### src/hw/rtl/ssc_pkg.sv
`timescale 1ns / 1ps

package ssc_pkg;

   // Defaults for the top-level parameters
   localparam int DEF_MAX_TARGET  = 1023;
   localparam int DEF_COUNT_BITS  = 32;

   // Fixed field widths
   localparam int TARGET_W        = 10;
   localparam int ELEM_W          = 16;
   localparam int OUT_W           = 32;
   // Wide enough to compare any element or target against MAX_TARGET
   localparam int WIDE_W          = 17;

   // Depth of the command queue and of the result queue (power of two)
   localparam int QUEUE_DEPTH     = 2;

   // Classified item handed from the front to the back
   typedef struct packed {
      logic [ELEM_W-1:0] elem;
      logic              skip;   // element above MAX_TARGET, table untouched
      logic              last;
   } cmd_type;

   // One result item
   typedef struct packed {
      logic [OUT_W-1:0] count;
      logic             sat;
      logic             done;
   } rsp_type;

   // Back-end sequencer states
   typedef enum logic [2:0] {
      ST_CLEAR,
      ST_IDLE,
      ST_SWEEP,
      ST_DRAIN,
      ST_READ,
      ST_REPLY
   } state_type;

endpackage

### src/hw/rtl/ssc_fifo.sv
`timescale 1ns / 1ps

module ssc_fifo #(
   parameter int WIDTH = 8,
   parameter int DEPTH = ssc_pkg::QUEUE_DEPTH
) (
   input  logic             clock,
   input  logic             reset,
   input  logic             push,
   input  logic [WIDTH-1:0] wdata,
   output logic             full,
   input  logic             pop,
   output logic [WIDTH-1:0] rdata,
   output logic             empty
);

   localparam int PW = $clog2(DEPTH);

   logic [PW:0]      wr_ptr_ff, wr_ptr_in;
   logic [PW:0]      rd_ptr_ff, rd_ptr_in;
   logic [WIDTH-1:0] data_ff [DEPTH];
   logic             do_push;
   logic             do_pop;

   // Status from pointer compare; extra bit tells full from empty
   assign full  = (wr_ptr_ff[PW] != rd_ptr_ff[PW]) &&
                  (wr_ptr_ff[PW-1:0] == rd_ptr_ff[PW-1:0]);
   assign empty = (wr_ptr_ff == rd_ptr_ff);
   assign rdata = data_ff[rd_ptr_ff[PW-1:0]];

   assign do_push = push && !full;
   assign do_pop  = pop && !empty;

   // Pointer advance
   always_comb begin
      wr_ptr_in = wr_ptr_ff + {{PW{1'b0}}, do_push};
      rd_ptr_in = rd_ptr_ff + {{PW{1'b0}}, do_pop};
   end

   always_ff @(posedge clock) begin
      if (reset) begin
         wr_ptr_ff <= '0;
         rd_ptr_ff <= '0;
      end else begin
         wr_ptr_ff <= wr_ptr_in;
         rd_ptr_ff <= rd_ptr_in;
      end
   end

   // Storage, no reset needed
   always_ff @(posedge clock) begin
      if (do_push) begin
         data_ff[wr_ptr_ff[PW-1:0]] <= wdata;
      end
   end

endmodule

### config.mk
export PLATFORM = sky130hd
export DESIGN_NAME = ssc_fifo
export DESIGN_NICKNAME = d
export VERILOG_FILES = /design/src/hw/rtl/ssc_pkg.sv /design/src/hw/rtl/ssc_fifo.sv
export SDC_FILE = /design/constraint.sdc
export NUM_CORES = 1
export LEC_CHECK = 0
export BUFFER_PORTS_ARGS = -buffer_cell sky130_fd_sc_hd__buf_2
export CAP_MARGIN = 20
export CORE_MARGIN = 2
export CORE_UTILIZATION = 49
export DETAILED_ROUTE_END_ITERATION = 10
export HOLD_SLACK_MARGIN = 0.1
export PLACE_DENSITY_LB_ADDON = 0.1
export SKIP_LAST_GASP = 1
export SLEW_MARGIN = 0
export SYNTH_ARGS = -nofsm -noshare
export SYNTH_HDL_FRONTEND = slang
export SYNTH_SLANG_ARGS = --single-unit
### constraint.sdc
create_clock -name clock -period 1.8 [get_ports clock]
set_input_delay 0.27 -clock clock [delete_from_list [all_inputs] [get_ports clock]]
set_output_delay 0.27 -clock clock [all_outputs]
set_load 0.05 [all_outputs]
==> results of run 1 <==
final cells by class:
type / count / area, µm²
Clock buffer: 3 / 22.5
Clock inverter: 1 / 3.75
Fill cell: 130 / 563
Inverter: 1 / 3.75
Multi-Input combinational cell: 25 / 220
Sequential cell: 20 / 561
Tap cell: 16 / 20.0
Timing Repair Buffer: 22 / 113
cell families (layout without fill, tap and decap cells):
family                     after synthesis  after routing
xor gates and xnor gates                 6              6
AOI/OAI and AO/OA                        2              2
and+or+nand+nor                          6              6
buffers and inverters                    2             27
DFF                                     20             20
muxes                                    8              8
adders and majority gates                3              3
synthesized netlist by cell type:
cell                        n  area share
sky130_fd_sc_hd__inv_1      1      0.0047
sky130_fd_sc_hd__ha_1       3       0.047
sky130_fd_sc_hd__edfxtp_1  16        0.60
sky130_fd_sc_hd__mux2_2     8        0.11
sky130_fd_sc_hd__buf_6      1       0.014
sky130_fd_sc_hd__xnor2_1    4       0.044
sky130_fd_sc_hd__nor2_1     5       0.024
sky130_fd_sc_hd__xor2_1     2       0.022
sky130_fd_sc_hd__dfxtp_1    4        0.10
sky130_fd_sc_hd__a21boi_1   2       0.019
sky130_fd_sc_hd__nor2b_1    1      0.0079
critical path, delay by kind of cell (launching register included):
kind     cells  cell delay [ns]
buf+inv      2             0.41
flops        1             0.36
mux          1             0.35
registers in the layout, indices dropped and copies added (netlist names):
register / count
rd_ptr_ff: 2
wr_ptr_ff: 2
data_ff: 16
path summary, 6_finish.rpt:
kind	from	end	slack [ns]	cells past startpoint
setup / recovery	rd_ptr_ff[0]$_SDFF_PP0_	rdata[0]	0.12	3
hold / removal	wdata[1]	data_ff[0][1]$_DFFE_PP_	0.16	1
setup reg to reg	wr_ptr_ff[0]$_SDFF_PP0_	data_ff[1][3]$_DFFE_PP_	0.28	3
hold reg to reg	rd_ptr_ff[1]$_SDFF_PP0_	rd_ptr_ff[1]$_SDFF_PP0_	0.57	2
power groups by stage:
| stage | Clock (mW) | Sequential, mW | Combinational [mW] |
|---|---|---|---|
| finish | 0.205 | 0.619 | 0.737 |
| global route | 0.236 | 0.627 | 0.786 |
| CTS | 0.214 | 0.621 | 0.747 |
| detailed placement | 0 | 0.631 | 0.745 |
| global placement | 0 | 0.628 | 0.737 |
| floorplan | 0 | 0.623 | 0.617 |
cells in the final DEF (no fill, tap or decap), types with 2 or more instances in the layout:
| cell | count |
|---|---|
| sky130_fd_sc_hd__a21boi_1 | 2 |
| sky130_fd_sc_hd__buf_2 | 21 |
| sky130_fd_sc_hd__clkbuf_4 | 3 |
| sky130_fd_sc_hd__dfxtp_1 | 4 |
| sky130_fd_sc_hd__edfxtp_1 | 16 |
| sky130_fd_sc_hd__ha_1 | 3 |
| sky130_fd_sc_hd__mux2_2 | 8 |
| sky130_fd_sc_hd__nor2_1 | 5 |
| sky130_fd_sc_hd__xnor2_1 | 4 |
| sky130_fd_sc_hd__xor2_1 | 2 |
metrics by stage:
stage / hold slack (ns) / setup WS [ns] / area, µm² / utilization
after floorplan: 0.337 / 0.274 / 796 / -
after global placement: 0.460 / 0.318 / 917 / 0.609
after detailed placement: 0.463 / 0.263 / 917 / 0.609
after CTS: 0.153 / 0.0952 / 943 / 0.626
after global routing: 0.134 / 0.0389 / 943 / 0.626
final: 0.161 / 0.116 / 943 / 0.626
per-layer routing:
layer	GRT usage	wire length, µm
met5	0	0
met4	0.0545	0
met3	0.0612	49
met2	0.226	567
met1	0.148	489
==> impl_summary.md, run 1 <==
Cells and area
The area added between synthesis and finish is 18.6%. The number of cells in the finished layout apart from fillers is just under 90. The number of antenna repair diodes is 0.

The share of cells above drive strength 1 is 0.458. The final layout net count is 88.

Clock tree
TritonCTS built the clock tree. The number of buffers on the longest clock path is 2. Buffers inserted during clock tree synthesis total 3. The clock latency on the worst-skew pair is about 0.29 ns.

CTS placed an instance of sky130_fd_sc_hd__clkbuf_4 at the clock tree root. CTS built an H-tree with a depth of 1. Counting every sink on the clock net gives 20. The number of setup buffers added after CTS is 0. The number of gates given a new drive strength after cts is 0. The count of hold buffers inserted by post-cts repair is 0.

After clock tree synthesis, the clock-pin slew on the worst setup and hold paths is about 0.1 ns.

Logic synthesis
The simple-gate area share of the yosys netlist is 0.0314. The adder-cell area share of the yosys netlist is 0.0472. The Yosys step of the flow raised 0 warnings. The count of unique library cells instantiated by Yosys is 11. The share of the yosys chip area belonging to registers is 0.704.

The synthesized-area fraction occupied by ao, oa, aoi and oai cells is 0.0189. Summing every instance area after synthesis gives 796 µm². The total nets after synthesis is 62. The share of cell area taken by muxes after synthesis is 0.113. The flip-flop and latch count after synthesis is 20. The number of instances in the synthesized netlist is between 40 and 50. The main combinational cell family by area after synthesis is multiplexers. The synthesized area per cell is between 15 and 20 µm².

Of the total synthesized cell area, the portion taken by XOR and XNOR cells is 0.0660.

Timing
Setup repair after global routing left no endpoint under its margin. The normalized max-slew margin is 0.723. After routing, the total negative slack on setup checks comes to 0 ns. The hold violation count in the final report is 0. Setup violations remaining at the end of the flow were counted as 0.

The max-slew violation total from the final report is 0. The worst path in the final design needs a cycle of approximately 1.7 ns, including I/O delays and setup. Of the available clock period, the critical path in the final layout requires 0.935. The worst-margin pin slew is 0.416 ns. The clock arrives with around 0.0040 ns of skew. The maximum clock rate is about 590 MHz.

Floorplan
The height of the die is approximately 44 µm. The number of cell rows is 14. In this run the count of I/O pins placed on the die edge is 22.

The core footprint is 1510 µm². The die is 44.3 µm wide. For this configuration, the core starts out at a cell density of 0.528. The full die area is 1960 µm².

Pwr
Of the total power, registers draw 0.397. For this design the static power due to leakage is 0.382 nW. The internal power consumption is 0.892 mW. Of the total power, the share spent switching nets is 0.429. The analysis attributes to net switching a power of 0.670 mW. The post-layout total power is about 1.6 mW. The largest voltage drop on the vdd net is 0.838 mV. The share of power burned in the clock network is 0.131. The power per cell area is 1650 nW/µm². The relative contribution of combinational cells to total power is 0.472.

Detailed routing
After detailed routing, the number of vias per cell comes to ~4.9. The number of antenna-violating nets in the routed design is 0. The first TritonRoute pass finished after 4 iterations. Dividing the detail-routed wire length by the instance count gives between 10 and 15 µm. Across all layers, the routed design uses 435 vias.

The number of violations reported at the end of detailed-routing iteration 0 is 6. In the routed design, unresolved DRC markers number 0. After detailed routing, the total wire length is approximately 1100 µm.

Place
The placed wire-length estimate after detailed placement is roughly 820 µm. Port buffering added 21 buffers. The final weighted congestion of routability-driven global placement is 0.675. The number of placed instances with taps included is 84.

Worst setup path
STA classifies the critical path startpoint as a flop. On the critical path, the stage with the largest delay is an instance of sky130_fd_sc_hd__dfxtp_1. The endpoint class of the critical path is an output pin. For the worst setup path, the data arrival time is roughly 1.4 ns. The worst setup path is of the reg2out kind. Walking the worst path, the cells encountered are buf_4, mux2_2, buf_2. Data on the critical path is required at its endpoint by 1.53 ns. In this design, the stage delay of the slowest critical-path cell is about 0.36 ns. The largest fanout of any net on the critical path is 10.

Outcome
The run finished with clean final reports.

Global route
The initial antenna violation count is 0. The global-route usage over all layers is 0.135. After global routing the overflow that remains totals 0. The first global-routing pass estimated around 1800 µm of wire. Entering global routing, the biggest net connects 12 pins. The number of global-route vias before repair is around 450.

Run
The tool flagged a number of max-cap violations equal to 0.

Min path
The kind of path behind the tightest hold check is in2reg.
Power figures use the tool's default switching activity.
==> run 2, diff against run 1 <==
--- a/config.mk
+++ b/config.mk
@@ -7,8 +7,10 @@
 export LEC_CHECK = 0
 export BUFFER_PORTS_ARGS = -buffer_cell sky130_fd_sc_hd__buf_2
 export CAP_MARGIN = 20
+export CELL_PAD_IN_SITES_DETAIL_PLACEMENT = 0
+export CELL_PAD_IN_SITES_GLOBAL_PLACEMENT = 2
 export CORE_MARGIN = 2
-export CORE_UTILIZATION = 49
+export CORE_UTILIZATION = 34
 export DETAILED_ROUTE_END_ITERATION = 10
 export HOLD_SLACK_MARGIN = 0.1
 export PLACE_DENSITY_LB_ADDON = 0.1
==> constraint.sdc (replaced) <==
create_clock -name clock -period 1.6 [get_ports clock]
set_input_delay 0.24 -clock clock [delete_from_list [all_inputs] [get_ports clock]]
set_output_delay 0.24 -clock clock [all_outputs]
set_load 0.05 [all_outputs]
==> impl_summary.md, run 2 (same netlist as run 1, synthesis figures left out) <==
Worst setup path
The required arrival time at the worst endpoint is 1.36 ns (was 1.53 ns). The start of the worst register-to-register path is rd_ptr_ff[0]$_SDFF_PP0_ (was wr_ptr_ff[0]$_SDFF_PP0_). The critical path arrival was 1.33 ns (was 1.41 ns). The depth of the worst register-to-register path is 3 (unchanged). The slack of the worst reg-to-reg path came to 0.14 ns (was 0.28 ns). The category of the most critical setup path is reg2out (unchanged). The critical path launch point is rd_ptr_ff[0]$_SDFF_PP0_ (unchanged).

The element type at the critical path start is a flop (unchanged). The endpoint class of the critical path is an output pin (unchanged). The endpoint of the lowest-slack register-to-register path is data_ff[0][3]$_DFFE_PP_ (was data_ff[1][3]$_DFFE_PP_). The largest fanout of any net on the critical path is 5 (was 10). The capture point of the critical path is rdata[5] (was rdata[0]).

Outcome
Outcome: complete, no violations (unchanged).

Cells and area
The number of cells in the finished layout apart from fillers is 106 (was 88). The number of flip-flops in the largest register is 16 (unchanged). The most frequent standard cell in the layout excluding fill and tap cells is sky130_fd_sc_hd__edfxtp_1 (was sky130_fd_sc_hd__buf_2).

The area added between synthesis and finish came to 38.0% (was 18.6%). The final layout net count was 94 (was 88). Top library cells by usage in the layout, fill and taps aside: 16 x sky130_fd_sc_hd__edfxtp_1, 11 x sky130_fd_sc_hd__buf_2, 9 x sky130_fd_sc_hd__buf_6 (was 21 x sky130_fd_sc_hd__buf_2, 16 x sky130_fd_sc_hd__edfxtp_1, 8 x sky130_fd_sc_hd__mux2_2). The number of antenna repair diodes came to 0 (unchanged). The share of cells above drive strength 1 is 0.526 (was 0.458).

Timing
The worst-margin pin slew is 0.364 ns (was 0.416 ns). The final critical path time including I/O delays and setup is 1.57 ns. The worst setup skew after layout is 0.00237 ns (was 0.00399 ns). The max-slew violation total from the final report was 0 (unchanged). The share of the clock period used by the worst path after layout is 0.978. The normalized max-slew margin is 0.758 (was 0.723).

Based on the critical path, the design can be clocked at up to 639 MHz. Unrepaired setup endpoints after global routing: true (was false). The number of setup violations in the final report is 0 (unchanged). The hold violation count in the final report is 0 (unchanged). The post-route worst setup slack is 0.0349 ns (was 0.116 ns).

Floorplan
The core footprint came to 2210 µm² (was 1510 µm²). The top-level port count is 22 (unchanged). The effective utilization at floorplan was 0.360 (was 0.528). The full die area came to 2740 µm² (was 1960 µm²). The height of the die is 52.4 µm (was 44.3 µm). The die extent in x is 52.4 µm (was 44.3 µm). The number of cell rows is 17 (was 14).

Pwr
The internal power consumption came to 1.24 mW (was 0.892 mW). The power per cell area came to 1870 nW/µm² (was 1650 nW/µm²). The largest voltage drop on the vdd net was 1.04 mV (was 0.838 mV). The switching power as a share of total power was 0.396 (was 0.429).

The register share of total power is 0.346 (was 0.397). The relative contribution of combinational cells to total power was 0.544 (was 0.472). The static leakage power is 0.442 nW (was 0.382 nW). The share of power burned in the clock network is 0.111 (was 0.131). The net switching power is 0.814 mW (was 0.670 mW).

Detailed routing
The total routed wirelength is 1200 µm (was 1110 µm). The vias per cell is 4.26 (was 4.94). The average wire length per cell after detail routing is 11.3 µm (was 12.6 µm).

The number of violations reported at the end of detailed-routing iteration 0 is 2 (was 6). The number of iterations in the first detailed-routing pass came to 4 (unchanged). The number of remaining DRC errors was 0 (unchanged). The total via count after detailed routing was 452 (was 435).

The number of antenna-violating nets in the routed design is 0 (unchanged).

Place
The number of buffers inserted by port buffering is 21 (unchanged). The final weighted congestion of routability-driven global placement is 0.708 (was 0.675). The post-place setup slack came to 0.139 ns (was 0.263 ns). The placed wire-length estimate after detailed placement is 844 µm (was 816 µm). The number of placed instances with taps included is 100 (was 84).

Global route
The initial antenna violation count is 0 (unchanged). The pin count of the biggest net entering global routing was 12 (unchanged). The first-pass GRT wire length came to 1900 µm (was 1810 µm). The global-route usage over all layers came to 0.0996 (was 0.135). The number of global-route vias before repair is 465 (was 445).

The global route total overflow is 0 (unchanged).

Clock tree
The clock tree from TritonCTS is yes (unchanged). The cell at the root of the clock tree was sky130_fd_sc_hd__clkbuf_4 (unchanged). The number of clock sinks is 20 (unchanged). The post-CTS clock slew at the launch and capture registers of the worst setup and hold paths was 0.10 ns (about the same). The depth of the CTS H-tree is 1 (unchanged). The number of buffers on the longest clock path is 2 (unchanged). The clock buffer count from CTS is 3 (unchanged). The count of hold buffers inserted by post-cts repair is 0 (unchanged). The clock latency on the worst-skew pair is 0.29 ns (about the same).

Min path
The kind of path behind the tightest hold check is in2reg (unchanged).

Run
The max-cap check violation count is 0 (unchanged).
==> run 2: cell count changes in the layout (fill, tap and decap cells not counted) <==
cell                        before  now
sky130_fd_sc_hd__buf_8           0    1
sky130_fd_sc_hd__buf_2          21   11
sky130_fd_sc_hd__clkbuf_16       0    1
sky130_fd_sc_hd__xor2_2          0    1
sky130_fd_sc_hd__dfxtp_1         4    3
sky130_fd_sc_hd__dfxtp_4         0    1
sky130_fd_sc_hd__buf_6           0    9
sky130_fd_sc_hd__buf_4           1    6
sky130_fd_sc_hd__xor2_1          2    1
==> run 2: power groups by stage <==
stage / clock network (mW) / logic [mW] / registers, mW
2_1_floorplan: 0 / 0.694 / 0.701
3_3_place_gp: 0 / 0.877 / 0.702
3_5_place_dp: 0 / 0.875 / 0.700
4_1_cts: 0.245 / 0.953 / 0.694
5_1_grt: 0.261 / 1.18 / 0.721
6_report: 0.228 / 1.12 / 0.711
==> run 2: routing by layer <==
| layer | vias up | wire length, µm | global-route usage |
|---|---|---|---|
| li1 | 228 | - | - |
| met1 | 207 | 519 | 0.105 |
| met2 | 15 | 613 | 0.173 |
| met3 | 2 | 54 | 0.0257 |
| met4 | 0 | 10 | 0.0641 |
| met5 | - | 0 | 0 |
==> run 2: critical path, stage by stage, from the launching register on <==
cell                        delay [ns]
sky130_fd_sc_hd__dfxtp_4          0.40
sky130_fd_sc_hd__clkbuf_16        0.15
sky130_fd_sc_hd__mux2_2           0.34
sky130_fd_sc_hd__buf_6            0.15
==> run 2: final cells by class <==
type	count	area [µm²]
clock buffer	3	22.5
clock inverter	1	3.75
fill	203	1110
inverter	1	3.75
multi-input combinational	25	228
sequential	20	564
tap	28	35.0
timing repair buffer	28	241
==> run 2: repair_timing <==
item,4_1_cts,5_1_grt
resized for setup,10,16
endpoints found under the setup margin,10,10
hold endpoints to repair,0,0
buffers inserted,1,0
gates cloned,0,1
==> run 2: worst min path at each step <==
| stage | startpoint | end | cells past startpoint |
|---|---|---|---|
| floorplan | reset | wr_ptr_ff[0]$_SDFF_PP0_ | 1 |
| detailed placement | wdata[1] | data_ff[1][1]$_DFFE_PP_ | 1 |
| CTS | wdata[1] | data_ff[0][1]$_DFFE_PP_ | 1 |
| global route | wdata[3] | data_ff[1][3]$_DFFE_PP_ | 1 |
| global placement | wdata[3] | data_ff[1][3]$_DFFE_PP_ | 1 |
| finish | wdata[3] | data_ff[1][3]$_DFFE_PP_ | 1 |
==> run 2: stage by stage <==
| stage | setup TNS [ns] | hold slack [ns] | total power, mW | area, µm² | utilization |
|---|---|---|---|---|---|
| finish | 0 | 0.135 | 2.06 | 1100 | 0.497 |
| global route | -0.0233 | 0.106 | 2.16 | 1100 | 0.497 |
| CTS | 0 | 0.122 | 1.89 | 1020 | 0.462 |
| detailed placement | 0 | 0.432 | 1.58 | 962 | 0.435 |
| global placement | 0 | 0.434 | 1.58 | 962 | 0.435 |
| floorplan | 0 | 0.307 | 1.40 | 796 | - |
