[src/hw/rtl/ssc_pkg.sv]
`timescale 1ns / 1ps

package ssc_pkg;

   // Defaults for the top-level parameters
   localparam int DEF_MAX_TARGET  = 1023;
   localparam int DEF_COUNT_BITS  = 32;

   // Fixed field widths
   localparam int TARGET_W        = 10;
   localparam int ELEM_W          = 16;
   localparam int OUT_W           = 32;
   // Wide enough to compare any element or target against MAX_TARGET
   localparam int WIDE_W          = 17;

   // Depth of the command queue and of the result queue (power of two)
   localparam int QUEUE_DEPTH     = 2;

   // Classified item handed from the front to the back
   typedef struct packed {
      logic [ELEM_W-1:0] elem;
      logic              skip;   // element above MAX_TARGET, table untouched
      logic              last;
   } cmd_type;

   // One result item
   typedef struct packed {
      logic [OUT_W-1:0] count;
      logic             sat;
      logic             done;
   } rsp_type;

   // Back-end sequencer states
   typedef enum logic [2:0] {
      ST_CLEAR,
      ST_IDLE,
      ST_SWEEP,
      ST_DRAIN,
      ST_READ,
      ST_REPLY
   } state_type;

endpackage

[src/hw/rtl/ssc_fifo.sv]
`timescale 1ns / 1ps

module ssc_fifo #(
   parameter int WIDTH = 8,
   parameter int DEPTH = ssc_pkg::QUEUE_DEPTH
) (
   input  logic             clock,
   input  logic             reset,
   input  logic             push,
   input  logic [WIDTH-1:0] wdata,
   output logic             full,
   input  logic             pop,
   output logic [WIDTH-1:0] rdata,
   output logic             empty
);

   localparam int PW = $clog2(DEPTH);

   logic [PW:0]      wr_ptr_ff, wr_ptr_in;
   logic [PW:0]      rd_ptr_ff, rd_ptr_in;
   logic [WIDTH-1:0] data_ff [DEPTH];
   logic             do_push;
   logic             do_pop;

   // Status from pointer compare; extra bit tells full from empty
   assign full  = (wr_ptr_ff[PW] != rd_ptr_ff[PW]) &&
                  (wr_ptr_ff[PW-1:0] == rd_ptr_ff[PW-1:0]);
   assign empty = (wr_ptr_ff == rd_ptr_ff);
   assign rdata = data_ff[rd_ptr_ff[PW-1:0]];

   assign do_push = push && !full;
   assign do_pop  = pop && !empty;

   // Pointer advance
   always_comb begin
      wr_ptr_in = wr_ptr_ff + {{PW{1'b0}}, do_push};
      rd_ptr_in = rd_ptr_ff + {{PW{1'b0}}, do_pop};
   end

   always_ff @(posedge clock) begin
      if (reset) begin
         wr_ptr_ff <= '0;
         rd_ptr_ff <= '0;
      end else begin
         wr_ptr_ff <= wr_ptr_in;
         rd_ptr_ff <= rd_ptr_in;
      end
   end

   // Storage, no reset needed
   always_ff @(posedge clock) begin
      if (do_push) begin
         data_ff[wr_ptr_ff[PW-1:0]] <= wdata;
      end
   end

endmodule

[src/hw/rtl/ssc_front.sv]
`timescale 1ns / 1ps

module ssc_front #(
   parameter int MAX_TARGET = ssc_pkg::DEF_MAX_TARGET
) (
   input  logic                      clock,
   input  logic                      reset,
   input  logic                      req_push,
   input  logic [ssc_pkg::ELEM_W-1:0] req_element_value,
   input  logic                      req_last_element,
   input  logic                      hold,
   output logic                      req_full,
   input  logic                      cmd_pop,
   output logic                      cmd_empty,
   output ssc_pkg::cmd_type          cmd
);

   ssc_pkg::cmd_type cmd_wr;
   logic             queue_full;

   // Classify: elements above the table range leave it unchanged
   always_comb begin
      cmd_wr.elem = req_element_value;
      cmd_wr.skip = (ssc_pkg::WIDE_W'(req_element_value) >
                     ssc_pkg::WIDE_W'(MAX_TARGET));
      cmd_wr.last = req_last_element;
   end

   // No transfer while the back end clears the table
   assign req_full = queue_full || hold;

   ssc_fifo #(
      .WIDTH ($bits(ssc_pkg::cmd_type)),
      .DEPTH (ssc_pkg::QUEUE_DEPTH)
   ) u_cmd_queue (
      .clock (clock),
      .reset (reset),
      .push  (req_push && !req_full),
      .wdata (cmd_wr),
      .full  (queue_full),
      .pop   (cmd_pop),
      .rdata (cmd),
      .empty (cmd_empty)
   );

endmodule

[config.mk]
export PLATFORM = sky130hd
export DESIGN_NAME = ssc_front
export DESIGN_NICKNAME = d
export VERILOG_FILES = /design/src/hw/rtl/ssc_pkg.sv /design/src/hw/rtl/ssc_fifo.sv /design/src/hw/rtl/ssc_front.sv
export SDC_FILE = /design/constraint.sdc
export NUM_CORES = 1
export LEC_CHECK = 0
export BUFFER_PORTS_ARGS = -buffer_cell sky130_fd_sc_hd__clkbuf_2
export CAP_MARGIN = 20
export CORE_AREA = 2 2 57 59
export CTS_CLUSTER_SIZE = 30
export DETAILED_ROUTE_END_ITERATION = 7
export DIE_AREA = 0 0 59 61
export GPL_TIMING_DRIVEN = 0
export PLACE_DENSITY_LB_ADDON = 0.05
export SLEW_MARGIN = 20
export SYNTH_ARGS = -nofsm -noshare
export SYNTH_HDL_FRONTEND = slang
export SYNTH_SLANG_ARGS = --single-unit
[constraint.sdc]
create_clock -name clock -period 3.2 [get_ports clock]
set_clock_uncertainty 0.1 [all_clocks]
set_input_delay 0.64 -clock clock [delete_from_list [all_inputs] [get_ports clock]]
set_output_delay 0.64 -clock clock [all_outputs]
set_load 0.1 [all_outputs]
==> results of run 1 <==
## cell type report
cell class,count,area (um^2),area share [%]
clock inverters,2,7.51,0.411
inverters,1,3.75,0.205
well taps,33,41.3,2.26
repair buffers,41,205,11.2
plain buffers,2,18.8,1.03
clock buffers,5,37.5,2.05
multi-input cells,38,353,19.3
flip-flops and latches,40,1160,63.5
## metal layers
metal  wire (um)  share of wire (%)
met4          39                1.8
met3         155                7.0
met5           0                  0
met2        1170                 53
met1         836                 38
## through the flow
stage                     setup WS, ns  instance area, um^2  util (%)  instances
after floorplan                  0.561                 1540         -         81
after global placement           0.885                 1780      60.4        155
after detailed placement         0.834                 1780      60.4        155
after CTS                        0.763                 1830      61.9        162
after global routing             0.723                 1830      61.9        162
final                            0.803                 1830      61.9        162
## layout by cell type, fill, tap and decap left out, drive strengths merged, types with 2 or more instances in the layout
master | netlist | layout
clkbuf | 0 | 46
edfxtp | 36 | 36
mux2 | 18 | 18
nor2 | 5 | 5
dfxtp | 4 | 4
xnor2 | 3 | 3
ha | 3 | 3
clkinv | 0 | 2
buf | 2 | 2
xor2 | 2 | 2
## kinds of logic after synthesis
kind of cell    after synthesis  synth area share, %
simple gates                  9                 2.69
flops                        40                 75.6
mux                          18                 13.2
buf+inv                       3                 1.47
xor+xnor                      5                 3.34
fa+ha+maj                     3                 2.44
compound gates                3                 1.30
## worst max-delay path, stage by stage, from the launching register on
cell,delay [ns]
dfxtp_1,0.38
buf_4,0.22
mux2_2,0.35
clkbuf_2,0.37
## Yosys cell counts (all sizes together)
library cell  count
mux2             18
xor2              2
buf               2
nor4              1
nand2b            1
inv               1
nor2              5
nand2             1
o21a              1
xnor2             3
edfxtp           36
a21o              1
nor2b             1
a21oi             1
ha                3
dfxtp             4
## state kept, by name (all words and copies together), names as in the netlist
| register | cells |
|---|---|
| u_cmd_queue.wr_ptr_ff | 2 |
| u_cmd_queue.rd_ptr_ff | 2 |
| u_cmd_queue.data_ff | 36 |
## path summary, 6_finish.rpt
path	endpoint	slack, ns	cells past startpoint
max	cmd[10]	0.80	3
min	u_cmd_queue.data_ff[1][4]$_DFFE_PP_	0.39	1
max reg2reg	u_cmd_queue.data_ff[1][6]$_DFFE_PP_	1.09	4
min reg2reg	u_cmd_queue.wr_ptr_ff[1]$_SDFF_PP0_	0.46	2
## report_power, final
| group | internal, mW | total [mW] | switching (mW) | leakage, nW |
|---|---|---|---|---|
| logic | 0.101 | 0.490 | 0.388 | 0.320 |
| clock network | 0.0767 | 0.221 | 0.145 | 0.0261 |
| registers | 0.596 | 0.605 | 0.00932 | 0.361 |
==> reports/results.txt, run 1 <==
Outcome = complete, no violations
Final hold vios = 0
Max-Cap Viols = 0
Yosys reg bits = 40
Ports = 42
Port buffer count = 41
Clk buf depth = 2
Later-pin clock latency in the skew report = 0.33 ns
Layout cells sized above 1 = 51.9%
Pwr dens = 720 nW/um^2
Width of the die = 59 um
Max-slew headroom = 39.8%
DRT Pass-1 Iters = 3
Fin crit period = 2.40 ns
Synth Instances = 81
Avg Cell Area, Syn = 19.0 um^2
Yosys top cell area share = 70.4%
Hold-fix buffers, CTS = 0
Largest net degree at the start of global routing = 20
Cell taking the most area after synthesis = edfxtp_1
LEAKAGE = 0.707 nW
Total power = 1.32 mW
RR Startpoint = u_cmd_queue.rd_ptr_ff[0]$_SDFF_PP0_
CP endpoint kind = output port
Max Freq = 0.417 GHz
Hold path startpoint = req_element_value[2]
Core ar. = 2950 um^2
Met3 Use GR = 7.04%
Clock sink count = 40
Count of final setup violators = 0
Initial antenna violation count = 0
Initial DRC count = 8
Maximum vdd drop = 0.386 mV
Final GP Congestion = 0.595
Worst Path Arrival = 1.66 ns
Vias in the first global route = 794
Period utilisation layout = 74.9%
CTS root buf = clkbuf_4
Crit-path max FO = 10
Total gr overflow = 0
Met2 usage = 25.4%
First-pass GRT wire length = 3.35 mm
CP required = 2.46 ns
YS warnings = 0
CP startpoint kind = flop
RSZ-0062 raised after global routing = no
Max-slew violation count = 0
Routed WL = 2.20 mm
CTS Buf Count = 5
ANT cells = 0
CTS resizes = 0
Postcts setup bufs = 0
Post-route antenna net violation count = 0
Full die area = 3600 um^2
Rows = 20
Area growth, synth to finish = 19.0%
DRC = 0
Most crowded layer after global routing = met2
DR vias = 816
Via density = 5.04
Synth unique cells = 18
Nets = 154
Worst-margin pin slew = 0.903 ns
Starting density of the core = 52.0%
Met1 GRT Util = 12.3%
H-Tree Depth = 2
Clock slew at reported path FFs = 0.10 ns
Crit. Startpoint = u_cmd_queue.rd_ptr_ff[0]$_SDFF_PP0_
Hold Path Class = in -> reg
Fill cells = 242
Die Y-Extent = 61 um
TNS Setup = 0 ns
Syn Nets = 106
Area contributors post-synth = edfxtp_1, mux2_2, dfxtp_1, ha_1, xnor2_1
DR WL/cell = 13.6 um
Kind of critical path = reg -> out
TritonCTS clock tree = built
Sequential-to-total area share from yosys stat = 75.6%
Fin Hold WS = 0.391 ns
DP HPWL = 1.51 mm
Cell area after synthesis = 1540 um^2
GRT Util Overall = 13.8%
Note: power is estimated with default switching activity, not from simulation.
==> inputs of run 2 (changes only) <==
Settings changed: ABC_AREA set to 1, CORE_AREA 2 2 57 59 to 2 2 59 61, DIE_AREA 0 0 59 61 to 0 0 61 63.
Clock period 3.2 ns to 2.4 ns, I/O delays scaled along.
==> run 2 against run 1 <==
- sequential power rose by 33%
- register-to-register slack got worse by 0.83 ns
- total power is 38% higher
- flip-flop and latch count unchanged
- non-clock buffer count up 1
- utilization shrank 3.7 points
- area after synthesis rose by 2.3%
- via count grew 21%
- count of clock-buffer cells in the layout rose by 1
- clock power rose by 38%
- sequential share of layout area down 1.8 points
- worst hold slack got worse by 0.16 ns
- critical endpoint is now cmd[12]
- largest cell class unchanged
==> reports/results.txt, run 2 <==
Outcome = complete, no violations
ANT cells = 0
Initial DRC count = 28
Worst Path Arrival = 1.63 ns
Synth unique cells = 15
Placed cells = 216
CP required = 1.82 ns
Hold Path Class = in -> reg
Clk buf depth = 2
Later-pin clock latency in the skew report = 0.32 ns
Starting density of the core = 48.6%
Critical Path Max Stage Delay = 0.45 ns
Ports = 42
Layout cells sized above 1 = 32.2%
DR WL/cell = 11.5 um
Kind of critical path = reg -> out
LEAKAGE = 0.836 nW
Met2 usage = 25.5%
TritonCTS clock tree = built
Sequential-to-total area share from yosys stat = 73.9%
Max-Cap Viols = 0
Initial antenna violation count = 0
CP max-delay cell = clkbuf_2
Via density = 4.42
Vias in the first global route = 984
H-Tree Depth = 2
FF-to-FF setup slack = 0.26 ns
Worst-margin pin slew = 0.931 ns
Maximum vdd drop = 0.575 mV
Crit. Startpoint = u_cmd_queue.rd_ptr_ff[0]$_SDFF_PP0_
Core ar. = 3230 um^2
Max reg flops = 36
DRT Pass-1 Iters = 4
Total gr overflow = 0
Fill cells = 294
YS warnings = 0
Synth async-reset ratio = 0%
CTS root buf = clkbuf_4
Die Y-Extent = 63 um
Yosys top cell area share = 68.8%
DR vias = 986
Commonest cells in the netlist = nand2_1, edfxtp_1, nor2_1
Met1 GRT Util = 16.7%
Count of final setup violators = 0
GRT Util Overall = 15.3%
CTS Buf Count = 5
Clock slew at reported path FFs = 0.11 ns
Yosys reg bits = 40
Most crowded layer after global routing = met2
Synth Instances = 129
Postcts setup bufs = 0
Cell area after synthesis = 1570 um^2
EDFF count, synth = 36
Most frequent cells in the layout = nand2_1, clkbuf_2, edfxtp_1
CTS resizes = 0
Layout Cells excl Fill = 223
Final hold vios = 0
Nets = 202
Area contributors post-synth = edfxtp_1, nand2_1, dfxtp_1, ha_1, nor2_1
DP HPWL = 1.76 mm
CP endpoint kind = output port
Hold-fix buffers, CTS = 0
Avg Cell Area, Syn = 12.2 um^2
Most frequent cell after synthesis = nand2_1
CP startpoint kind = flop
Area growth, synth to finish = 19.7%
Cell taking the most area after synthesis = edfxtp_1
RR Startpoint = u_cmd_queue.rd_ptr_ff[0]$_SDFF_PP0_
Port buffer count = 41
Most common cell after layout, fill and taps aside = nand2_1
Top_reg_cell synth = edfxtp_1
Post-route antenna net violation count = 0
Routed WL = 2.57 mm
Crit-path max FO = 10
Width of the die = 61 um
Clock sink count = 40
Rows = 21
Syn Nets = 154
Full die area = 3840 um^2
Pwr dens = 964 nW/um^2
Met3 Use GR = 4.76%
DRC = 0
Fin crit period = 2.21 ns
Period utilisation layout = 91.9%
Fin Hold WS = 0.227 ns
Max-slew violation count = 0
First-pass GRT wire length = 4.20 mm
Reg2reg end = u_cmd_queue.wr_ptr_ff[1]$_SDFF_PP0_
R2R depth = 9
Max Freq = 0.453 GHz
CP Capture Point = cmd[12]
RSZ-0062 raised after global routing = no
TNS Setup = 0 ns
Max-slew headroom = 37.9%
Largest net degree at the start of global routing = 20
CP cell instances = inv_2 > buf_4 > nand2_1 > nand2_1 > clkbuf_2
Final GP Congestion = 0.632
Cell repeated most along the worst path = nand2_1
[run 2: cell types whose count changed in the layout (fill, tap and decap cells not counted), sizes merged, moves of 2 or more]
cell,change
xor2,-2
inv,+7
nor2,+4
nand2,+61
mux2,-18
[run 2: metal layers]
layer,routed length (um),up-vias
met5,0,-
met4,51,0
met3,124,7
met2,1290,27
met1,1100,437
li1,-,515
[run 2: power breakdown]
part | total (mW) | internal, mW | switching (mW)
clock | 0.304 | 0.108 | 0.196
sequential | 0.806 | 0.793 | 0.0123
combinational | 0.703 | 0.106 | 0.596
total | 1.81 | 1.01 | 0.804
[run 2: metrics by stage]
step	util [%]	cell area (um^2)	worst slack, ns	power, mW
global placement	56.8	1830	0.232	1.53
CTS	58.2	1880	0.140	1.83
detailed placement	56.8	1830	0.220	1.53
floorplan	-	1570	0.185	1.42
global route	58.2	1880	0.0550	1.89
finish	58.2	1880	0.193	1.81
[run 2: cells by family after synthesis]
| logic type | count (synthesis) | share of synthesized area, % |
|---|---|---|
| simple gates | 72 | 18.2 |
| xor+xnor | 2 | 1.11 |
| fa+ha+maj | 3 | 2.39 |
| buf+inv | 11 | 3.82 |
| compound gates | 1 | 0.557 |
| flops | 40 | 73.9 |
[run 2: area by class of cell]
| class | instances | area, um^2 | area share, % |
|---|---|---|---|
| repair buffers | 41 | 205 | 10.9 |
| clock buffers | 6 | 41.3 | 2.20 |
| clock inverters | 1 | 5.00 | 0.266 |
| well taps | 46 | 57.6 | 3.06 |
| plain buffers | 3 | 30.0 | 1.60 |
| flip-flops and latches | 40 | 1160 | 61.7 |
| multi-input cells | 78 | 350 | 18.6 |
| inverters | 8 | 30.0 | 1.60 |
[run 2: worst min-delay path by stage]
stage / start / to / slack (ns) / depth (start not counted)
final: req_element_value[2] / u_cmd_queue.data_ff[0][4]$_DFFE_PP_ / 0.23 / 1
after global routing: req_element_value[7] / u_cmd_queue.data_ff[0][9]$_DFFE_PP_ / 0.20 / 1
after CTS: req_element_value[2] / u_cmd_queue.data_ff[0][4]$_DFFE_PP_ / 0.21 / 1
after detailed placement: u_cmd_queue.rd_ptr_ff[1]$_SDFF_PP0_ / u_cmd_queue.rd_ptr_ff[1]$_SDFF_PP0_ / 0.44 / 2
after global placement: u_cmd_queue.wr_ptr_ff[1]$_SDFF_PP0_ / u_cmd_queue.wr_ptr_ff[1]$_SDFF_PP0_ / 0.42 / 2
after floorplan: u_cmd_queue.rd_ptr_ff[1]$_SDFF_PP0_ / u_cmd_queue.rd_ptr_ff[1]$_SDFF_PP0_ / 0.40 / 2
[run 2: worst max-delay path, delay by kind of cell, from the launching register on]
kind / cells / cell delay [ns]
buf+inv: 3 / 0.83
flops: 1 / 0.35
simple gates: 2 / 0.12
==> inputs of run 3 (changes only) <==
Settings changed: CORE_AREA 2 2 59 61 to 2 2 66 55, DIE_AREA 0 0 61 63 to 0 0 68 57.
==> run 3 against run 2 <==
- total power grew 13%
- worst hold slack improved by 0.051 ns
- wire length rose by 2.8%
- critical path depth stayed put
- count of clock-buffer cells in the layout fell by 1
- flip-flop and latch count did not move
- global-route usage down 0.43 points
- non-clock buffer count is the same
- first-iteration DRC count up 93%
- utilization rose by 0.97 points
- highest routed layer unchanged
==> reports/results.txt, run 3 (synthesis gave the netlist of run 2 again) <==
Cell Int Power = 1.21 mW
Layout cells sized above 1 = 33.1%
Largest net degree at the start of global routing = 20
DP HPWL = 1.80 mm
Most common cell after layout, fill and taps aside = nand2_1
Starting density of the core = 47.9%
Critical path's top delay family = buffers and inverters
R2R depth = 7
Layout Cells excl Fill = 220
Initial DRC count = 54
TritonCTS clock tree = built
CP startpoint kind = flop
H-Tree Depth = 2
Max-Cap Viols = 0
Rows = 19
Most frequent cells in the layout = nand2_1, clkbuf_2, edfxtp_1
CTS Buf Count = 5
Outcome = complete, no violations
DR vias = 1006
Clock slew at reported path FFs = 0.08 ns
Pwr dens = 1050 nW/um^2
Routed WL = 2.64 mm
Later-pin clock latency in the skew report = 0.28 ns
Final hold vios = 0
Post-route antenna net violation count = 0
DR WL/cell = 12.0 um
Buf/Inv on CP = 3
Met2 usage = 23.2%
FF-to-FF setup slack = 0.25 ns
CP endpoint kind = output port
RR Startpoint = u_cmd_queue.rd_ptr_ff[0]$_SDFF_PP0_
Clk buf depth = 2
Via density = 4.57
Crit-path max FO = 10
Nets = 202
Met1 GRT Util = 18.9%
Max-slew headroom = 38.9%
Final GP Congestion = 0.646
ANT cells = 0
Maximum vdd drop = 0.417 mV
Width of the die = 68 um
Switching power = 0.840 mW
Met3 Use GR = 4.73%
Max Freq = 0.454 GHz
Fin crit period = 2.20 ns
Hold path startpoint = req_element_value[3]
Most crowded layer after global routing = met2
CTS root buf = clkbuf_8
Die Y-Extent = 57 um
Initial antenna violation count = 0
Worst Path Arrival = 1.62 ns
CP max-delay cell = clkbuf_2
RSZ-0062 raised after global routing = no
Cell repeated most along the worst path = nand2_1
First-pass GRT wire length = 4.08 mm
Vias in the first global route = 942
Hold-critical path depth = 1
Switching Fraction = 41.0%
Hold-fix buffers, CTS = 0
DRC = 0
Fin Hold WS = 0.278 ns
Clk pwr share = 26.1%
Port buffer count = 41
Area growth, synth to finish = 23.5%
Worst-margin pin slew = 0.917 ns
CP required = 1.82 ns
Max reg flops = 36
Hold endpoint = u_cmd_queue.data_ff[0][5]$_DFFE_PP_
TNS Setup = 0 ns
Total gr overflow = 0
Comb power frac = 34.5%
Core ar. = 3280 um^2
Sequential fraction of design power = 39.4%
Ports = 42
Critical Path Max Stage Delay = 0.45 ns
Placed cells = 212
GRT Util Overall = 14.8%
CP cell instances = inv_2 > buf_4 > nand2_1 > nand2_1 > clkbuf_2
Postcts setup bufs = 0
Period utilisation layout = 91.8%
Reg2reg end = u_cmd_queue.data_ff[1][3]$_DFFE_PP_
Count of final setup violators = 0
Full die area = 3880 um^2
LEAKAGE = 0.862 nW
CTS resizes = 0
Clock sink count = 40
Hold Path Class = in -> reg
DRT Pass-1 Iters = 4
Kind of critical path = reg -> out
Max-slew violation count = 0
==> run 3: cell count changes in the layout (fill, tap and decap cells not counted), sizes merged <==
cell      change
clkinvlp      +1
clkbuf        -1
bufinv        +1
==> run 3: worst max-delay path by stage <==
stage	startpoint	endpoint	depth (start not counted)
final	u_cmd_queue.rd_ptr_ff[0]$_SDFF_PP0_	cmd[9]	5
after floorplan	u_cmd_queue.rd_ptr_ff[0]$_SDFF_PP0_	u_cmd_queue.data_ff[1][0]$_DFFE_PP_	7
after detailed placement	u_cmd_queue.rd_ptr_ff[0]$_SDFF_PP0_	u_cmd_queue.data_ff[1][7]$_DFFE_PP_	7
after global routing	u_cmd_queue.rd_ptr_ff[0]$_SDFF_PP0_	u_cmd_queue.wr_ptr_ff[1]$_SDFF_PP0_	9
after global placement	u_cmd_queue.rd_ptr_ff[0]$_SDFF_PP0_	u_cmd_queue.data_ff[1][7]$_DFFE_PP_	7
after CTS	u_cmd_queue.rd_ptr_ff[0]$_SDFF_PP0_	cmd[12]	5
==> run 3: through the flow <==
stage / util (%) / instance area (um^2) / power, mW / setup slack, ns
6_report: 59.2 / 1940 / 2.05 / 0.197
2_1_floorplan: - / 1570 / 1.42 / 0.185
5_1_grt: 59.2 / 1940 / 2.12 / 0.0268
3_3_place_gp: 55.8 / 1830 / 1.52 / 0.239
3_5_place_dp: 55.8 / 1830 / 1.53 / 0.227
4_1_cts: 59.2 / 1940 / 2.07 / 0.166
==> run 3: final cells by class <==
class	instances	area [um^2]
timing repair buffer	41	205
multi-input combinational	78	350
clock buffer	5	68.8
tap	42	52.6
inverter	8	30.0
clock inverter	3	42.5
buffer	3	30.0
sequential	40	1160
fill	290	1340
==> run 3: metal layers <==
| layer | share of wire, % | up-vias |
|---|---|---|
| li1 | - | 513 |
| met1 | 45 | 460 |
| met2 | 48 | 29 |
| met3 | 5.4 | 4 |
| met4 | 1.2 | 0 |
| met5 | 0 | - |
==> run 3: worst register-to-register path: cells and delay by family, from the launching register on <==
kind                       cells  cell delay, ns
adders and majority gates      1            0.78
buffers and inverters          1            0.13
DFF                            1            0.39
and+or+nand+nor                5            0.40
==> run 3: power groups by stage <==
stage | Combinational (mW) | Clock [mW] | Sequential [mW]
after detailed placement | 0.711 | 0 | 0.822
after global placement | 0.704 | 0 | 0.821
after CTS | 0.713 | 0.549 | 0.806
final | 0.706 | 0.535 | 0.806
after global routing | 0.739 | 0.570 | 0.809
after floorplan | 0.596 | 0 | 0.820
